--- config.mk ---
export PLATFORM = sky130hd
export DESIGN_NAME = pcrs_round
export DESIGN_NICKNAME = d
export VERILOG_FILES = /design/src/hdl/pcrs_pkg.sv /design/src/hdl/pcrs_round.sv
export SDC_FILE = /design/constraint.sdc
export NUM_CORES = 2
export LEC_CHECK = 0
export BUFFER_PORTS_ARGS = -buffer_cell sky130_fd_sc_hd__buf_2
export CELL_PAD_IN_SITES_DETAIL_PLACEMENT = 1
export CELL_PAD_IN_SITES_GLOBAL_PLACEMENT = 2
export CORE_MARGIN = 3
export CORE_UTILIZATION = 38
export DETAILED_ROUTE_END_ITERATION = 8
export MAX_ROUTING_LAYER = met4
export PLACE_DENSITY = 0.79
export REMOVE_ABC_BUFFERS = 1
export SETUP_SLACK_MARGIN = 0.4
export SLEW_MARGIN = 20
export SYNTH_ARGS = -nofsm -noshare
export SYNTH_HDL_FRONTEND = slang
export SYNTH_SLANG_ARGS = --single-unit
--- constraint.sdc ---
create_clock -name clk -period 0.8 [get_ports clk]
set_input_delay 0.16 -clock clk [delete_from_list [all_inputs] [get_ports clk]]
set_output_delay 0.16 -clock clk [all_outputs]
set_load 0.1 [all_outputs]
--- src/hdl/pcrs_pkg.sv ---
// ----------------------------------------------------------------------------
// pcrs_pkg: shared types and constants of the Philox sampler
// Holds the Philox multipliers and key increments, field widths, register
// indexes, reset values and the word types used between modules.
// ----------------------------------------------------------------------------
package pcrs_pkg;

    localparam int WORD_W    = 32;
    localparam int SAMPLE_W  = 24;
    localparam int CFG_W     = 64;
    localparam int CFG_IDX_W = 3;
    localparam int UBITS_W   = 5;
    localparam int PROB_W    = 25;

    localparam logic [WORD_W-1:0] PHILOX_M0 = 32'hD251_1F53;
    localparam logic [WORD_W-1:0] PHILOX_M1 = 32'hCD9E_8D57;
    localparam logic [WORD_W-1:0] PHILOX_W0 = 32'h9E37_79B9;
    localparam logic [WORD_W-1:0] PHILOX_W1 = 32'hBB67_AE85;

    // Register indexes of the configuration port.
    typedef enum logic [CFG_IDX_W-1:0] {
        REG_SEED         = 3'd0,
        REG_BASE_OFFSET  = 3'd1,
        REG_MODE         = 3'd2,
        REG_UNIFORM_BITS = 3'd3,
        REG_PROBABILITY  = 3'd4
    } cfg_reg_t;

    localparam logic MODE_BERNOULLI = 1'b0;
    localparam logic MODE_UNIFORM   = 1'b1;

    localparam logic [UBITS_W-1:0] UBITS_MIN = 5'd1;
    localparam logic [UBITS_W-1:0] UBITS_MAX = 5'd24;
    localparam logic [PROB_W-1:0]  PROB_RST  = 25'h080_0000;

    // One four-word Philox block.
    typedef struct packed {
        logic [WORD_W-1:0] c0;
        logic [WORD_W-1:0] c1;
        logic [WORD_W-1:0] c2;
        logic [WORD_W-1:0] c3;
    } block_t;

    // One result word as it leaves the block.
    typedef struct packed {
        logic [SAMPLE_W-1:0] sample;
        block_t              blk;
    } result_t;

endpackage

--- src/hdl/pcrs_round.sv ---
// ----------------------------------------------------------------------------
// pcrs_round: one registered Philox4x32 round
// Two 32x32 products, the key mix for this round and the output register.
// ----------------------------------------------------------------------------
module pcrs_round #(
    parameter int ROUND_IDX = 0
) (
    input  logic                           clk,
    input  logic                           rst_n,
    input  logic                           en,
    input  logic                           valid_in,
    input  pcrs_pkg::block_t               blk_in,
    input  logic [pcrs_pkg::CFG_W-1:0]     seed,
    output logic                           valid_out,
    output pcrs_pkg::block_t               blk_out
);
    import pcrs_pkg::*;

    // The key of round r is the seed bumped r times; the bump is a constant.
    localparam logic [WORD_W-1:0] K0_INC = WORD_W'(64'(PHILOX_W0) * 64'(ROUND_IDX));
    localparam logic [WORD_W-1:0] K1_INC = WORD_W'(64'(PHILOX_W1) * 64'(ROUND_IDX));

    logic [2*WORD_W-1:0] prod_a;
    logic [2*WORD_W-1:0] prod_b;
    logic [WORD_W-1:0]   k0;
    logic [WORD_W-1:0]   k1;
    block_t              blk_next;
    logic                valid_reg;
    block_t              blk_reg;

    assign prod_a = {{WORD_W{1'b0}}, PHILOX_M0} * {{WORD_W{1'b0}}, blk_in.c0};
    assign prod_b = {{WORD_W{1'b0}}, PHILOX_M1} * {{WORD_W{1'b0}}, blk_in.c2};
    assign k0     = seed[WORD_W-1:0] + K0_INC;
    assign k1     = seed[2*WORD_W-1:WORD_W] + K1_INC;

    always_comb
    begin
        blk_next.c0 = prod_b[2*WORD_W-1:WORD_W] ^ blk_in.c1 ^ k0;
        blk_next.c1 = prod_b[WORD_W-1:0];
        blk_next.c2 = prod_a[2*WORD_W-1:WORD_W] ^ blk_in.c3 ^ k1;
        blk_next.c3 = prod_a[WORD_W-1:0];
    end

    always_ff @(posedge clk or negedge rst_n)
    begin
        if (!rst_n)
        begin
            valid_reg <= 1'b0;
        end
        else if (en)
        begin
            valid_reg <= valid_in;
        end
    end

    always_ff @(posedge clk)
    begin
        if (en)
        begin
            blk_reg <= blk_next;
        end
    end

    assign valid_out = valid_reg;
    assign blk_out   = blk_reg;

endmodule

=== Word-level counts from Yosys, hierarchy flattened ===
Index checks and enable logic that the tools add are counted.

* Register bits after elaboration: 129
* Word-level logic and storage cells: 11
* Output and inout bits: 129
* Input bits: 196

* $mul: 2
* Bitwise gates (word level): 4

{| class="wikitable"
|+ Operators with widths
! kind !! count
|-
| multiplier 32 x 32 -> 64 bit, first input constant || 2
|-
| bitwise XOR 32 bit || 4
|}

=== Depth between registers and ports, before layout ===
* Depth after elaboration: 3
* Mapped depth: 27
* Gate-level depth less buffers: 26

=== Worst setup path after synthesis ===
OpenSTA, ideal clock, no wires.

* Kind: input to register
* Start point: input blk_in[43] (netlist name)
* End point: register blk_reg, in the netlist blk_out[126], data pin
* Library setup time: 0.271 ns
* Setup slack: -5.799 ns
* Stages: 22
* Path buffers: 1
* Arrival time: 6.328 ns
* Required time: 0.529 ns
* Path through: fa_1 -> fa_1 -> inv_1 -> fa_1 -> inv_1 -> fa_1 -> inv_1 -> fa_1 -> fa_1 -> fa_1 -> fa_1 -> inv_1 -> ha_1 -> buf_2 -> nand4_1 -> or3_1 -> nand3b_1 -> a21boi_1 -> a211oi_2 -> o21bai_1 -> a2111oi_0 -> nor4_1

{| class="wikitable"
|+ RTL lines
! item !! RTL line !! text
|-
| start: declaration || pcrs_round.sv:12 || <nowiki>input pcrs_pkg::block_t blk_in,</nowiki>
|-
| end signal: assignment || pcrs_round.sv:60 || <nowiki>blk_reg <= blk_next;</nowiki>
|-
| end: declaration || pcrs_round.sv:29 || <nowiki>block_t blk_reg;</nowiki>
|}

==> flow_summary.toml <==
[outcome]
status = "finished with violations"
violated_checks = "negative hold slack, negative setup slack"

[worst_setup_path]
timing.critical_path.from_type = "primary input"
worst_reg2reg_path_startpoint = "valid_out"
endpoint_kind = "flop"
critical-path-top-cell-by-count = "sky130_fd_sc_hd__fa_1"
logic_depth_of_the_worst_register_to_register_path = 1
cp.arrival_ns = 6.72
cp_num_cells = 24
cp_max_fo = 5
timing.critical_path.cells = "buf_8, fa_1, buf_4, buf_6, fa_1, inv_2, fa_2, fa_1, fa_2, fa_1, fa_1, fa_1, inv_2, ha_4, a21o_1, a21o_1, a21oi_2, o21ai_2, a31oi_2, o41ai_4, buf_4, a31o_4, a41oi_2, xnor2_1"
r2r_setup_slack_ns = 0
worst_r2r_endpoint = "valid_out"
delay_contributed_by_the_slowest_stage_of_the_critical_path_ns = 0.61
cp_slowest_cell = "sky130_fd_sc_hd__fa_1"
criticalPathCategory = "in2reg"
path_buf_inv = 6
critPathTopFamily = "adder cells"
worst-endpoint-required_ns = 1.07

[detailed_routing]
first_pass_iters = 5
detail_route.iter0.violations = 1564
route.detailed.drc = 0
wl_per_cell_um = 23.1
vias_per_cell = 4.84
route.final.wire_length_um = 160000
antenna_violating_nets_post_route = 0
dr_total_vias = 33500

[clock_network]
cts_hold_repair.buffers = 1
clk_pin_slew_ns = 0.08
cts_num_sinks = 129
cts-buffers-inserted = 17
insertion_delay_ns = 0.50
max-clock-path-buffers = 2
tritoncts = "yes"
ctsRootBufferMaster = "sky130_fd_sc_hd__clkbuf_16"
cts.htree.levels = 4

[placement]
placedInstanceArea_mm2 = 0.0544
hpwl_after_dpl_um = 139000
number_of_cells_after_detailed_placement = 6786
placement.io_buffers = 324
place_congestion = 0.981

[sta]
setup-violations-final = 254
post-route-worst-setup-slack_ns = -5.65
worst_hold_slack_ns = -0.106
timing.final.max_slew_violations = 0
timing.final.hold_violations = 1
final.period_utilization = 8.06
timing.slew.headroom = 0.626
max_slew.worst_pin.slew_ns = 0.560
final.min_clock_period_ns = 6.45
setup_repair_after_global_routing_missed_its_margin = "yes"
peak_freq_mhz = 155
fin_worst_skew_ns = 0

[synth]
ys_seq_area_frac = 0.0923
yosysWarnings = 0
synthCells = 4078
postSynthRegisterBits = 129
synth_area_mm2 = 0.0419
synth_mux_area_frac = 0.000985
yosys.area_share.adder = 0.625
async_reset_ff_frac = 0.00775
synth_compound_area_frac = 0.0735
dominant_combinational_cell_family_by_area_after_synthesis = "adder cells"
synth_simple_gate_area_share = 0.0419
ys_dominant_reg_cell = "sky130_fd_sc_hd__edfxtp_1"
synth_cell_type_count = 84
synth_area_per_cell_um2 = 10.3
synth_edf_count = 128
synth-xor-area-share = 0.0512

[layout]
finish.net_count = 7238
final.fill_count = 11900
drive_above_1_share = 0.366
areaGrowthSynthToFinish_pct = 42.1
stdcell_count = 6929
stdcell_area_mm2 = 0.0595

[flow_run]
drv_cap = 0

[floorplanning]
io-pin-count = 325
dieHeight_um = 338
placeableCoreArea_mm2 = 0.109
initial_utilization = 0.384
fp.dieArea_mm2 = 0.114
die_w_um = 338
floorplan.rows = 121

[min_path]
hold_start = "valid_in"
cell_count_of_the_worst_hold_path = 2
worstHoldPathType = "in2reg"
timing.hold.worst_endpoint = "valid_out"

[global_route]
global_route.usage.total = 0.293
antenna_violations_before_repair = 9
gr-total-overflow = 0
grt_max_degree = 27
first_global_vias = 38600
grt_first_pass_wirelength_um = 237000
## cell type report
type / instances / area [µm²] / share of cell area
clock inverters: 14 / 201 / 0.00338
clock buffers: 18 / 439 / 0.00738
well taps: 1476 / 1850 / 0.0310
inverters: 1233 / 4650 / 0.0781
diodes: 7 / 17.5 / 0.000294
multi-input cells: 2666 / 36200 / 0.608
repair buffers: 1386 / 12300 / 0.207
flip-flops and latches: 129 / 3870 / 0.0650
## cell usage after synthesis, types with 17 or more instances
cell,number,area share
sky130_fd_sc_hd__inv_1,1233,0.11
sky130_fd_sc_hd__fa_1,805,0.38
sky130_fd_sc_hd__ha_1,804,0.24
sky130_fd_sc_hd__xnor2_1,194,0.041
sky130_fd_sc_hd__a21oi_1,141,0.017
sky130_fd_sc_hd__edfxtp_1,128,0.092
sky130_fd_sc_hd__nand2_1,107,0.0096
sky130_fd_sc_hd__a21o_1,79,0.014
sky130_fd_sc_hd__nor2_1,77,0.0069
sky130_fd_sc_hd__o21ai_0,55,0.0066
sky130_fd_sc_hd__xor2_1,51,0.011
sky130_fd_sc_hd__nand3_1,37,0.0044
sky130_fd_sc_hd__o21bai_1,34,0.0061
sky130_fd_sc_hd__clkbuf_1,33,0.0030
sky130_fd_sc_hd__nand4_1,30,0.0045
sky130_fd_sc_hd__nor3_1,22,0.0026
sky130_fd_sc_hd__buf_2,17,0.0020
## per-layer routing
metal	vias to the layer above	routed length, µm	GRT usage
met3	232	7250	0.0454
met2	751	81100	0.498
li1	15400	-	-
met1	17100	65100	0.354
met5	-	0	-
met4	0	6590	0.102
## flip-flops by register name, summed over array words and instances, names as in the netlist
register,count
blk_out,128
valid_out,1
## placed cells by master, fill, tap and decap left out, types with 75 or more instances in the layout
cell type	instances
sky130_fd_sc_hd__a21o_1	78
sky130_fd_sc_hd__a21oi_1	76
sky130_fd_sc_hd__buf_12	144
sky130_fd_sc_hd__buf_2	165
sky130_fd_sc_hd__buf_4	947
sky130_fd_sc_hd__buf_6	119
sky130_fd_sc_hd__edfxtp_1	128
sky130_fd_sc_hd__fa_1	719
sky130_fd_sc_hd__fa_2	86
sky130_fd_sc_hd__ha_1	704
sky130_fd_sc_hd__ha_4	82
sky130_fd_sc_hd__inv_1	1150
sky130_fd_sc_hd__inv_2	75
sky130_fd_sc_hd__nand2_1	77
sky130_fd_sc_hd__xnor2_1	171
## metrics by stage
step,setup slack (ns),TNS [ns],hold slack [ns],utilization
floorplan,-5.80,-607.49,-0.136,-
global placement,-6.45,-683.13,-0.0647,0.499
detailed placement,-6.54,-692.34,-0.0579,0.499
CTS,-5.65,-641.22,-0.143,0.531
global route,-5.78,-657.88,-0.119,0.545
finish,-5.65,-638.40,-0.106,0.545
## what timing repair did
item / CTS / global route
buffers inserted: 55 / 48
endpoints found under the hold margin: 2 / 1
gates resized for setup: 564 / 271
gates cloned: 0 / 0
setup endpoints to repair: 282 / 313
pin swaps: 298 / 159
## logic make-up after synthesis
logic type / after synthesis
adders and majority gates: 1609
AOI/OAI and AO/OA: 450
DFF: 129
and+or+nand+nor: 358
xor gates and xnor gates: 245
buffers and inverters: 1283
muxes: 4
## how the worst max path moves through the flow
| stage | from | end | slack, ns |
|---|---|---|---|
| CTS | blk_in[43] | blk_out[126] | -5.65 |
| finish | blk_in[113] | blk_out[60] | -5.65 |
| floorplan | blk_in[43] | blk_out[126] | -5.80 |
| global route | blk_in[113] | blk_out[60] | -5.78 |
| global placement | blk_in[101] | blk_out[60] | -6.45 |
| detailed placement | blk_in[44] | blk_out[114] | -6.54 |
Power is left out: the tool's default activity adds up to more than one toggle a clock period on the data nets, which glitch-free logic cannot reach.
